==> src/rtl/rmv_pkg.sv <==
// rmv_pkg: widths, defaults, microcode word and control store for the
// running mean / variance block. no dependencies.
package rmv_pkg;

  localparam int PIXEL_W  = 8;
  localparam int GAIN_W   = 16;
  localparam int BSL_W    = 3;
  localparam int MEAN_W   = 28;
  localparam int M2_W     = 62;
  localparam int VAR_W    = 38;
  localparam int BCOUNT_W = 24;
  localparam int PCOUNT_W = 34;

  localparam int DEFAULT_MAX_BLOCK_LOG = 5;
  localparam int DEFAULT_COUNT_BITS    = 24;

  localparam logic [BSL_W-1:0]  BSL_RESET  = 3'd3;
  localparam logic [GAIN_W-1:0] GAIN_RESET = 16'd4096;

  localparam int CFG_IDX_W  = 1;
  localparam int CFG_DATA_W = 16;
  localparam logic [CFG_IDX_W-1:0] CFG_BLOCK_SIZE_LOG = 1'd0;
  localparam logic [CFG_IDX_W-1:0] CFG_INPUT_GAIN     = 1'd1;

  // divider: remainder, quotient shift line and iteration counter
  localparam int REM_W = PCOUNT_W;
  localparam int SH_W  = 40;
  localparam int CNT_W = 5;
  localparam int PC_W  = 4;

  localparam logic [CNT_W-1:0] ITER_MEAN = 5'd14;
  localparam logic [CNT_W-1:0] ITER_CEIL = 5'd20;
  localparam logic [CNT_W-1:0] ITER_VAR  = 5'd19;

  typedef enum logic [3:0] {
    OP_NOP,
    OP_TAKE,
    OP_DIFF,
    OP_LOAD_Q,
    OP_DIV,
    OP_MEAN,
    OP_LOAD_C,
    OP_M2,
    OP_LOAD_V,
    OP_EMIT
  } op_t;

  typedef enum logic [2:0] {
    JMP_NEVER,
    JMP_NO_ITEM,
    JMP_DIV_BUSY,
    JMP_OUT_FULL,
    JMP_ALWAYS
  } cond_t;

  typedef struct packed {
    op_t              op;
    cond_t            cond;
    logic [PC_W-1:0]  target;
    logic [CNT_W-1:0] iter;
  } uop_t;

  localparam logic [PC_W-1:0] PC_TAKE   = 4'd0;
  localparam logic [PC_W-1:0] PC_DIV_Q  = 4'd3;
  localparam logic [PC_W-1:0] PC_DIV_C  = 4'd6;
  localparam logic [PC_W-1:0] PC_DIV_V  = 4'd9;
  localparam logic [PC_W-1:0] PC_EMIT   = 4'd10;

  function automatic uop_t ucode(input logic [PC_W-1:0] pc);
    uop_t u;
    u = '{op: OP_NOP, cond: JMP_ALWAYS, target: PC_TAKE, iter: '0};
    case (pc)
      4'd0:  u = '{op: OP_TAKE,   cond: JMP_NO_ITEM,  target: PC_TAKE,  iter: '0};
      4'd1:  u = '{op: OP_DIFF,   cond: JMP_NEVER,    target: PC_TAKE,  iter: '0};
      4'd2:  u = '{op: OP_LOAD_Q, cond: JMP_NEVER,    target: PC_TAKE,  iter: ITER_MEAN};
      4'd3:  u = '{op: OP_DIV,    cond: JMP_DIV_BUSY, target: PC_DIV_Q, iter: '0};
      4'd4:  u = '{op: OP_MEAN,   cond: JMP_NEVER,    target: PC_TAKE,  iter: '0};
      4'd5:  u = '{op: OP_LOAD_C, cond: JMP_NEVER,    target: PC_TAKE,  iter: ITER_CEIL};
      4'd6:  u = '{op: OP_DIV,    cond: JMP_DIV_BUSY, target: PC_DIV_C, iter: '0};
      4'd7:  u = '{op: OP_M2,     cond: JMP_NEVER,    target: PC_TAKE,  iter: '0};
      4'd8:  u = '{op: OP_LOAD_V, cond: JMP_NEVER,    target: PC_TAKE,  iter: ITER_VAR};
      4'd9:  u = '{op: OP_DIV,    cond: JMP_DIV_BUSY, target: PC_DIV_V, iter: '0};
      4'd10: u = '{op: OP_EMIT,   cond: JMP_OUT_FULL, target: PC_EMIT,  iter: '0};
      4'd11: u = '{op: OP_NOP,    cond: JMP_ALWAYS,   target: PC_TAKE,  iter: '0};
      default: u = '{op: OP_NOP,  cond: JMP_ALWAYS,   target: PC_TAKE,  iter: '0};
    endcase
    return u;
  endfunction

endpackage

==> src/rtl/rmv_if.sv <==
// rmv_in_if and rmv_out_if: valid/ready channels for pixel items and
// statistics items. depends on rmv_pkg.
interface rmv_in_if;
  import rmv_pkg::*;
  logic               valid;
  logic               ready;
  logic [PIXEL_W-1:0] pixel;
  logic               clear_first;
  modport source(output valid, pixel, clear_first, input ready);
  modport sink(input valid, pixel, clear_first, output ready);
endinterface

interface rmv_out_if;
  import rmv_pkg::*;
  logic                valid;
  logic                ready;
  logic [MEAN_W-1:0]   mean;
  logic [M2_W-1:0]     sq_dev_sum;
  logic [VAR_W-1:0]    variance;
  logic [BCOUNT_W-1:0] block_count;
  logic                block_done;
  modport source(output valid, mean, sq_dev_sum, variance, block_count, block_done,
                 input ready);
  modport sink(input valid, mean, sq_dev_sum, variance, block_count, block_done,
               output ready);
endinterface

==> src/rtl/running_mean_variance.sv <==
// running_mean_variance: Welford running mean and squared-deviation sum of
// gain-scaled pixels, with block counting. depends on rmv_pkg, rmv_if.
// a new pixel item is taken only once the last item's statistics item has been
// placed on the output; the shared 2-bit-per-cycle divider runs 14 + 20 + 19
// iterations for each item.
// reset (rst, synchronous): statistics zeroed, registers to defaults,
// sequencer at the take step, output empty.
module running_mean_variance #(
  parameter int MAX_BLOCK_LOG = rmv_pkg::DEFAULT_MAX_BLOCK_LOG,
  parameter int COUNT_BITS    = rmv_pkg::DEFAULT_COUNT_BITS
) (
  input  logic                           clk,
  input  logic                           rst,
  input  logic                           cfg_we,
  input  logic [rmv_pkg::CFG_IDX_W-1:0]  cfg_index,
  input  logic [rmv_pkg::CFG_DATA_W-1:0] cfg_data,
  rmv_in_if.sink                         in_ch,
  rmv_out_if.source                      out_ch
);
  import rmv_pkg::*;

  localparam int IDX_W = 2 * MAX_BLOCK_LOG;

  logic [BSL_W-1:0]    block_size_log;
  logic [GAIN_W-1:0]   input_gain;

  logic [MEAN_W-1:0]   mean_acc;
  logic [M2_W-1:0]     sq_dev_acc;
  logic [PCOUNT_W-1:0] pixel_count;
  logic [IDX_W-1:0]    index_in_block;
  logic [COUNT_BITS-1:0] blocks_done;

  logic [PIXEL_W-1:0]  pix;
  logic                done;
  logic                neg;
  logic [MEAN_W-1:0]   mag;
  logic [55:0]         prod;
  logic [SH_W-1:0]     d2;
  logic                var_sat;

  logic [REM_W-1:0]    rem;
  logic [SH_W-1:0]     sh;
  logic [CNT_W-1:0]    iter;

  logic [PC_W-1:0]     pc;
  uop_t                uop;

  logic                take;
  logic                out_full;
  logic                emit;
  logic                jump;

  logic [PIXEL_W+GAIN_W-1:0] scaled;
  logic [MEAN_W-1:0]   x;
  logic [PCOUNT_W-1:0] pc_base;
  logic [IDX_W-1:0]    idx_base;
  logic [COUNT_BITS-1:0] blk_base;
  logic [BSL_W-1:0]    lg;
  logic [IDX_W-1:0]    idx_last;
  logic                done_now;
  logic [34:0]         numer_q;
  logic [40:0]         numer_c;
  logic [55:0]         prod_rnd;
  logic [SH_W-1:0]     term;
  logic [M2_W:0]       sq_sum;
  logic [REM_W-1:0]    rem_a;
  logic [REM_W-1:0]    rem_b;
  logic                qbit_a;
  logic                qbit_b;

  function automatic logic [REM_W:0] div_step(input logic [REM_W-1:0] r,
                                              input logic b,
                                              input logic [PCOUNT_W-1:0] n);
    logic [REM_W:0] t;
    t = {r, b};
    if (t >= {1'b0, n}) begin
      return {t[REM_W-1:0] - n, 1'b1};
    end
    return {t[REM_W-1:0], 1'b0};
  endfunction

  assign uop      = ucode(pc);
  assign take     = (uop.op == OP_TAKE) && in_ch.valid;
  assign out_full = out_ch.valid && !out_ch.ready;
  assign emit     = (uop.op == OP_EMIT) && !out_full;
  assign in_ch.ready = (uop.op == OP_TAKE);

  always_comb begin
    case (uop.cond)
      JMP_NEVER:    jump = 1'b0;
      JMP_NO_ITEM:  jump = !in_ch.valid;
      JMP_DIV_BUSY: jump = (iter != CNT_W'(1));
      JMP_OUT_FULL: jump = out_full;
      JMP_ALWAYS:   jump = 1'b1;
      default:      jump = 1'b1;
    endcase
  end

  // block position and counters for the item being taken
  always_comb begin
    pc_base  = in_ch.clear_first ? '0 : pixel_count;
    idx_base = in_ch.clear_first ? '0 : index_in_block;
    blk_base = in_ch.clear_first ? '0 : blocks_done;
    lg = (block_size_log > BSL_W'(MAX_BLOCK_LOG)) ? BSL_W'(MAX_BLOCK_LOG) : block_size_log;
    idx_last = {IDX_W{1'b1}} >> (IDX_W - 2 * int'(lg));
    done_now = (idx_base >= idx_last);
  end

  assign scaled   = (PIXEL_W+GAIN_W)'(pix) * (PIXEL_W+GAIN_W)'(input_gain);
  assign x        = {scaled, 4'b0000};
  assign numer_q  = {7'b0, mag} + {2'b0, pixel_count[PCOUNT_W-1:1]};
  assign prod_rnd = prod + 56'd32768;
  assign numer_c  = {1'b0, d2} + {7'b0, pixel_count} - 41'd1;
  assign term     = d2 - sh;
  assign sq_sum   = {1'b0, sq_dev_acc} + {23'b0, term};

  // two restoring steps per cycle
  assign {rem_a, qbit_a} = div_step(rem, sh[SH_W-1], pixel_count);
  assign {rem_b, qbit_b} = div_step(rem_a, sh[SH_W-2], pixel_count);

  always_ff @(posedge clk) begin
    if (rst) begin
      pc             <= PC_TAKE;
      block_size_log <= BSL_RESET;
      input_gain     <= GAIN_RESET;
      mean_acc       <= '0;
      sq_dev_acc     <= '0;
      pixel_count    <= '0;
      index_in_block <= '0;
      blocks_done    <= '0;
      out_ch.valid   <= 1'b0;
    end else begin
      pc <= jump ? uop.target : pc + PC_W'(1);

      if (cfg_we) begin
        case (cfg_index)
          CFG_BLOCK_SIZE_LOG: block_size_log <= cfg_data[BSL_W-1:0];
          CFG_INPUT_GAIN:     input_gain     <= cfg_data[GAIN_W-1:0];
          default: ;
        endcase
      end

      if (take) begin
        if (in_ch.clear_first) begin
          mean_acc   <= '0;
          sq_dev_acc <= '0;
        end
        pixel_count    <= (pc_base != '1) ? pc_base + PCOUNT_W'(1) : pc_base;
        index_in_block <= done_now ? '0 : idx_base + IDX_W'(1);
        blocks_done    <= (done_now && blk_base != '1) ? blk_base + COUNT_BITS'(1)
                                                       : blk_base;
      end

      if (uop.op == OP_MEAN) begin
        mean_acc <= neg ? mean_acc - sh[MEAN_W-1:0] : mean_acc + sh[MEAN_W-1:0];
      end

      if (uop.op == OP_M2) begin
        sq_dev_acc <= sq_sum[M2_W] ? '1 : sq_sum[M2_W-1:0];
      end

      if (emit) begin
        out_ch.valid <= 1'b1;
      end else if (out_ch.ready) begin
        out_ch.valid <= 1'b0;
      end
    end
  end

  // datapath registers
  always_ff @(posedge clk) begin
    case (uop.op)
      OP_TAKE: begin
        pix  <= in_ch.pixel;
        done <= done_now;
      end
      OP_DIFF: begin
        neg <= (x < mean_acc);
        mag <= (x < mean_acc) ? mean_acc - x : x - mean_acc;
      end
      OP_LOAD_Q: begin
        prod <= mag * mag;
        rem  <= REM_W'(numer_q[34:28]);
        sh   <= {numer_q[27:0], 12'b0};
        iter <= uop.iter;
      end
      OP_DIV: begin
        rem  <= rem_b;
        sh   <= {sh[SH_W-3:0], qbit_a, qbit_b};
        iter <= iter - CNT_W'(1);
      end
      OP_MEAN: begin
        d2 <= prod_rnd[55:16];
      end
      OP_LOAD_C: begin
        rem  <= REM_W'(numer_c[40]);
        sh   <= numer_c[39:0];
        iter <= uop.iter;
      end
      OP_LOAD_V: begin
        var_sat <= ({10'b0, sq_dev_acc[M2_W-1:VAR_W]} >= pixel_count);
        rem     <= REM_W'(sq_dev_acc[M2_W-1:VAR_W]);
        sh      <= {sq_dev_acc[VAR_W-1:0], 2'b00};
        iter    <= uop.iter;
      end
      OP_EMIT: begin
        if (emit) begin
          out_ch.mean        <= mean_acc;
          out_ch.sq_dev_sum  <= sq_dev_acc;
          out_ch.variance    <= var_sat ? '1 : sh[VAR_W-1:0];
          out_ch.block_count <= BCOUNT_W'(blocks_done);
          out_ch.block_done  <= done;
        end
      end
      default: ;
    endcase
  end

endmodule

==> src/flat_wrapper.sv <==
// flat-port wrapper written by rule: the top's interface ports become plain ports
module running_mean_variance_flat import rmv_pkg::*;
#(
  parameter int MAX_BLOCK_LOG = rmv_pkg::DEFAULT_MAX_BLOCK_LOG,
  parameter int COUNT_BITS    = rmv_pkg::DEFAULT_COUNT_BITS
)
  (clk, rst, cfg_we, cfg_index, cfg_data, in_ch_valid, in_ch_pixel, in_ch_clear_first, in_ch_ready, out_ch_valid, out_ch_mean, out_ch_sq_dev_sum, out_ch_variance, out_ch_block_count, out_ch_block_done, out_ch_ready);
  rmv_in_if in_ch_i ();
  rmv_out_if out_ch_i ();
  input  logic clk;
  input  logic rst;
  input  logic cfg_we;
  input  logic [rmv_pkg::CFG_IDX_W-1:0] cfg_index;
  input  logic [rmv_pkg::CFG_DATA_W-1:0] cfg_data;
  input wire logic [$bits(in_ch_i.valid)-1:0] in_ch_valid;
  input wire logic [$bits(in_ch_i.pixel)-1:0] in_ch_pixel;
  input wire logic [$bits(in_ch_i.clear_first)-1:0] in_ch_clear_first;
  output wire logic [$bits(in_ch_i.ready)-1:0] in_ch_ready;
  output wire logic [$bits(out_ch_i.valid)-1:0] out_ch_valid;
  output wire logic [$bits(out_ch_i.mean)-1:0] out_ch_mean;
  output wire logic [$bits(out_ch_i.sq_dev_sum)-1:0] out_ch_sq_dev_sum;
  output wire logic [$bits(out_ch_i.variance)-1:0] out_ch_variance;
  output wire logic [$bits(out_ch_i.block_count)-1:0] out_ch_block_count;
  output wire logic [$bits(out_ch_i.block_done)-1:0] out_ch_block_done;
  input wire logic [$bits(out_ch_i.ready)-1:0] out_ch_ready;
  assign in_ch_i.valid = in_ch_valid;
  assign in_ch_i.pixel = in_ch_pixel;
  assign in_ch_i.clear_first = in_ch_clear_first;
  assign in_ch_ready = in_ch_i.ready;
  assign out_ch_valid = out_ch_i.valid;
  assign out_ch_mean = out_ch_i.mean;
  assign out_ch_sq_dev_sum = out_ch_i.sq_dev_sum;
  assign out_ch_variance = out_ch_i.variance;
  assign out_ch_block_count = out_ch_i.block_count;
  assign out_ch_block_done = out_ch_i.block_done;
  assign out_ch_i.ready = out_ch_ready;
  running_mean_variance #(.MAX_BLOCK_LOG(MAX_BLOCK_LOG), .COUNT_BITS(COUNT_BITS)) u_core (.clk(clk), .rst(rst), .cfg_we(cfg_we), .cfg_index(cfg_index), .cfg_data(cfg_data), .in_ch(in_ch_i), .out_ch(out_ch_i));
endmodule
==> config.mk <==
export PLATFORM = sky130hd
export DESIGN_NAME = running_mean_variance_flat
export DESIGN_NICKNAME = d
export VERILOG_FILES = /design/src/rtl/rmv_pkg.sv /design/src/rtl/rmv_if.sv /design/src/rtl/running_mean_variance.sv /design/src/flat_wrapper.sv
export SDC_FILE = /design/constraint.sdc
export NUM_CORES = 2
export LEC_CHECK = 0
export ABC_CLOCK_PERIOD_IN_PS = 6500
export BUFFER_PORTS_ARGS = -buffer_cell sky130_fd_sc_hd__buf_2
export CORE_AREA = 2 2 276 482
export CTS_CLUSTER_SIZE = 28
export DETAILED_ROUTE_END_ITERATION = 16
export DIE_AREA = 0 0 278 484
export PLACE_DENSITY = 0.74
export SETUP_SLACK_MARGIN = 0.4
export SLEW_MARGIN = 15
export SYNTH_ARGS = -nofsm -noshare
export SYNTH_HDL_FRONTEND = slang
export SYNTH_SLANG_ARGS = --single-unit
export TNS_END_PERCENT = 10
==> constraint.sdc <==
create_clock -name clk -period 6.5 [get_ports clk]
set_input_delay 1.3 -clock clk [delete_from_list [all_inputs] [get_ports clk]]
set_output_delay 1.3 -clock clk [all_outputs]
set_load 0.02 [all_outputs]
# == Word level (Yosys, flattened, before mapping) ==
# Memory sizes are Yosys's and may differ from the RTL's. A register that Yosys moved wholly into a read port is not among the register bits.
# Cells that the tools add are included.
# totals
reg_bits,549
latch_bits,0
ramBits,0
rom_bits,256
input_bits,31
out_inout_bits,155
elab_cells,119
memories,1
# memory_table
memory,depth,word_bits,read_ports,rd_clocked_by_memory_dff,write_ports,line,text
(name not given),16,16,1,1,0,rmv_pkg.sv:72,case (pc)
# classes
addsub,18
multipliers,2
div,0
magnitude_cmp,6
eq_ne,15
shifts,1
n_mux,30
bitwise_logic,1
n_reduce_logical,21
# ops
operator,count
two-way mux 62 bit,4
one-hot mux 40 bit (4 select lines),1
two-way mux 28 bit,5
two-way mux 35 bit,4
one-hot mux 34 bit (4 select lines),1
subtractor 28 bit,3
>= comparator 35 x 34 -> 1 bit,2
two-way mux 34 bit,2
subtractor 34 bit,2
adder 62 x 40 -> 63 bit,1
"adder 56 x 16 -> 56 bit, second input constant",1
multiplier 28 x 28 -> 56 bit,1
two-way mux 24 bit,2
adder 40 x 34 -> 41 bit,1
"subtractor 41 x 1 -> 41 bit, second input constant",1
subtractor 40 bit,1
adder 28 x 33 -> 34 bit,1
"adder 34 x 1 -> 34 bit, second input constant",1
>= comparator 24 x 34 -> 1 bit,1
"inequality test 34 bit, second input constant",1
"right shift 10 x 32 -> 10 bit, first input constant",1
adder 28 bit,1
less-than comparator 28 bit,1
"adder 24 x 1 -> 24 bit, second input constant",1
29 further kinds,54

# == Logic depth before layout (Yosys ltp) ==
# logic_depth
depth_word,7
mapped_depth,33
mapped_depth_nobuf,31

# == Worst setup path after synthesis ==
# OpenSTA, ideal clock, no wires.
# synth_timing
path_kind,register to register
start,register u_core.pix[7]
end,"register u_core.mag[1], data pin"
setup_time_ps,260
arrival_ps,6814
required_ps,6240
setup_slack_ps,-574
stages_incl_launch_ff,27
n_path_buf,4
synth_period_minus_slack_ps,7074
path_cell_list,edfxtp_1 clkbuf_1 nand2_1 fa_1 fa_1 inv_1 fa_1 inv_1 fa_1 inv_1 ha_1 a21oi_1 o21ai_0 a211oi_1 nor2_1 or4_1 a21oi_1 xnor2_1 ha_1 clkbuf_1 inv_1 o21ai_0 a221oi_1 a31o_2 buf_2 buf_1 mux2_2
# synth_between
elab_chain_len,3
# synth_lines
item,line,text
from (decl),running_mean_variance.sv:33,logic [PIXEL_W-1:0] pix;
from (signal assigned),running_mean_variance.sv:174,pix <= in_ch.pixel;
multiplier 8 x 16 -> 24 bit,running_mean_variance.sv:109,assign scaled = (PIXEL_W+GAIN_W)'(pix) * (PIXEL_W+GAIN_W)'(input_gain);
less-than comparator 28 bit,running_mean_variance.sv:179,mag <= (x < mean_acc) ? mean_acc - x : x - mean_acc;
two-way mux 28 bit,running_mean_variance.sv:179,
to (signal assigned),running_mean_variance.sv:179,
to (decl),running_mean_variance.sv:36,logic [MEAN_W-1:0] mag;
# No other way between the ends.
# A chain may end at the register's enable or synchronous reset.

# == Worst setup path after layout ==
# layout_timing
start,register u_core.mag[8]
end,"register u_core.prod[51], data pin"
# layout_between
elab_chain_len,1
# layout_lines
item,line,text
multiplier 28 x 28 -> 56 bit,running_mean_variance.sv:182,prod <= mag * mag;
to (signal assigned),running_mean_variance.sv:182,
to (decl),running_mean_variance.sv:37,logic [55:0] prod;
# No other way between the ends.

==> reports/qor.csv <==
metric;value;unit
outcome;finished with violations;
violations;setup timing;
layout-drive-gt1-share;0.2099;
htree_num_levels;2;
track_usage;0.3328;
use_met1;0.3401;
hpwl;183.6;mm
synthesis.area;64870;µm²
wirelength;229.4;mm
cts_root_buf;clkbuf_16;
drt-pass1-iter-count;12;
cts_made_buffers;58;
finalSetupViolations;57;
num_vias;57690;
critPathLaunchType;flip-flop;
fin_skew;0.04121;ns
drt-initial-drc-count;4162;
syn_nets;8543;
post_synth.cell_area_avg;9.021;µm²
insertion_delay;0.72;ns
worst_pin_slew;1.343;ns
wire_per_inst;23.20;µm
gr-max-usage-layer;met2;
use_met3;0.05376;
r2r_slack;-0.62;ns
drcViolationCount;0;
grtUsageMet2;0.5979;
rows;176;
max_slew_margin;0.1012;
grt-ovfl-total;0;
synthDistinctLibCells;94;
worst_slack;-0.6193;ns
synth_seq_cells;550;
end_kind;flip-flop;
port-buffer-count;185;
die-area;134600;µm²
die_h;484;µm
arrival;7.55;ns
seq_area_frac_synth;0.2241;
critPathKind;flip-flop to flip-flop;
grt_max_degree;99;
cts_tree;built;
initial_core_util;0.4951;
maxClockFrequency;140.5;MHz
cp.required;6.93;ns
fp.dieW;278;µm
post-route-period-util;1.095;
hp-class;flip-flop to flip-flop;
core;131000;µm²
synth-edff-count;352;
timing.hold.ws;0.4226;ns
hold_viol_final;0;
antenna_found_initial;9;
ant_nets;0;
rsz0062_at_grt;true;
layout_common_cells;inv_1 (1166), buf_4 (880), fa_1 (650), nand2_1 (605), ha_1 (578);
synth_flop_cell;edfxtp_1;
postSynthCellCount;7191;
avgViaCountPerCell;5.835;
yosys_warnings;0;
nNetsFinal;9492;
grt_pass1_wl;340.6;mm
clk_pin_slew;0.07;ns
fill_cells;10970;
final_cell_area;78770;µm²
io_pins;186;
slew_violations;0;
gp_congestion;1.022;
clkSinkCount;550;
hold_buffers;0;
place_area;74380;µm²
clockBufferDepth;3;
grt_pass1_vias;59900;
critPathMaxFanout;5;
ys_async_sr_fraction;0;
final_common_cell;inv_1;
fin_crit;7.119;ns
area_growth;21.43;%
drv_cap;0;
==> path summary, 6_finish.rpt <==
kind / cells after the start / end / startpoint
max: 27 / u_core.prod[51] / u_core.mag[8]
min: 0 / u_core.out_ch.block_done / u_core.done
max reg2reg: 27 / u_core.prod[51] / u_core.mag[8]
min reg2reg: 0 / u_core.out_ch.block_done / u_core.done
==> state kept, by name, summed over array words and instances (netlist names), 16 cells and up <==
name and cells:
u_core.input_gain 16, u_core.mag 28, u_core.sh 40, u_core.d2 40, u_core.rem 34, u_core.out_ch.variance 38
u_core.blocks_done 24, u_core.out_ch.mean 28, u_core.out_ch.block_count 24, u_core.mean_acc 28, u_core.out_ch.sq_dev_sum 62, u_core.pixel_count 34
u_core.uop 16, u_core.prod 41, u_core.sq_dev_acc 62
==> cell type report <==
type	count	area (µm²)	area share
timing repair buffer	1155	9007	0.1144
inverter	1218	4583	0.05818
tap	1691	2116	0.02686
antenna	5	12.51	0.0001588
multi-input combinational	5157	46400	0.5890
clock inverter	41	471.7	0.005988
clock buffer	69	1638	0.02079
sequential	550	14540	0.1846
==> metal layers <==
layer  share of wire  vias up
met1            0.33    28210
met3           0.060     1033
met4            0.10        6
li1                -    26040
met2            0.50     2398
met5         0.00031        -
==> cells by family (layout without fill, tap and decap cells) <==
| kind of cell | Yosys count | in the layout | share of synthesized area |
|---|---|---|---|
| compound gates | 1447 | 1447 | 0.1449 |
| mux | 70 | 70 | 0.01115 |
| fa+ha+maj | 1321 | 1321 | 0.3354 |
| buf+inv | 1484 | 2483 | 0.08674 |
| xor+xnor | 387 | 387 | 0.05225 |
| flops | 550 | 550 | 0.2241 |
| other cells | 0 | 5 | 0 |
| simple gates | 1932 | 1932 | 0.1456 |
==> per-stage QoR <==
step	setup slack (ns)	std cells	setup TNS [ns]	util
final	-0.6193	9886	-16.32	0.6012
after global routing	-0.7897	9883	-31.22	0.6011
after CTS	-0.5121	9831	-11.85	0.5909
after detailed placement	-0.7594	9682	-25.75	0.5677
after global placement	-0.6827	9682	-20.51	0.5677
after floorplan	-0.1420	7191	-0.4794	-
==> Yosys cell counts (19+ instances only) <==
master    count  area (µm²)
fa_1        696       13930
a21oi_1     428        2142
or3_1        23       143.9
a21boi_0     22       165.2
xnor2_1     243        2128
a31oi_1      57       356.6
clkbuf_1    229       859.6
a311oi_1     41       359.1
and2_1      252        1577
nand4_1      79       494.2
a21o_1      178        1336
o21a_1       51       382.9
nor2b_1      66       412.9
nand2b_1     48       300.3
nor4_1       34       212.7
a211oi_1     56       420.4
edfxtp_1    352       10570
o211ai_1     34       255.2
o21ai_0     295        1476
inv_1      1212        4549
a22oi_1      22       165.2
ha_1        625        7820
nor2_1      369        1385
and3_1       66       412.9
o21bai_1     45       337.8
nand2_1     632        2372
or2_2        50       312.8
xor2_1      144        1261
nor3_1      102       510.5
mux2i_1      52       520.5
nand3_1     130       650.6
a222oi_1     20       200.2
dfxtp_1     198        3964
o31ai_1      19       142.6
==> worst max-delay path: stages, from the launching register on <==
cell and delay [ns]:
edfxtp_1 0.45, buf_6 0.18, clkbuf_16 0.18, and2_4 0.14
fa_1 0.54, inv_1 0.06, fa_1 0.50, inv_2 0.04
fa_1 0.54, inv_2 0.04, fa_2 0.53, inv_2 0.04
fa_1 0.45, fa_1 0.50, inv_1 0.05, fa_1 0.54
inv_2 0.06, ha_4 0.21, or3_1 0.31, o211ai_1 0.19
nand4b_1 0.20, buf_6 0.18, a21oi_4 0.15, a211oi_2 0.06
buf_4 0.18, a21o_1 0.22, buf_4 0.15, xor2_2 0.13
==> timing repair <==
action                                  CTS  global route
cloned                                    1             6
endpoints found under the setup margin  164           166
pin swaps                                99           130
setup buffers                            38            40
resized for setup                       164           220
Power is left out: the tool's default activity adds up to more than one toggle a clock period on the data nets, which glitch-free logic cannot reach.
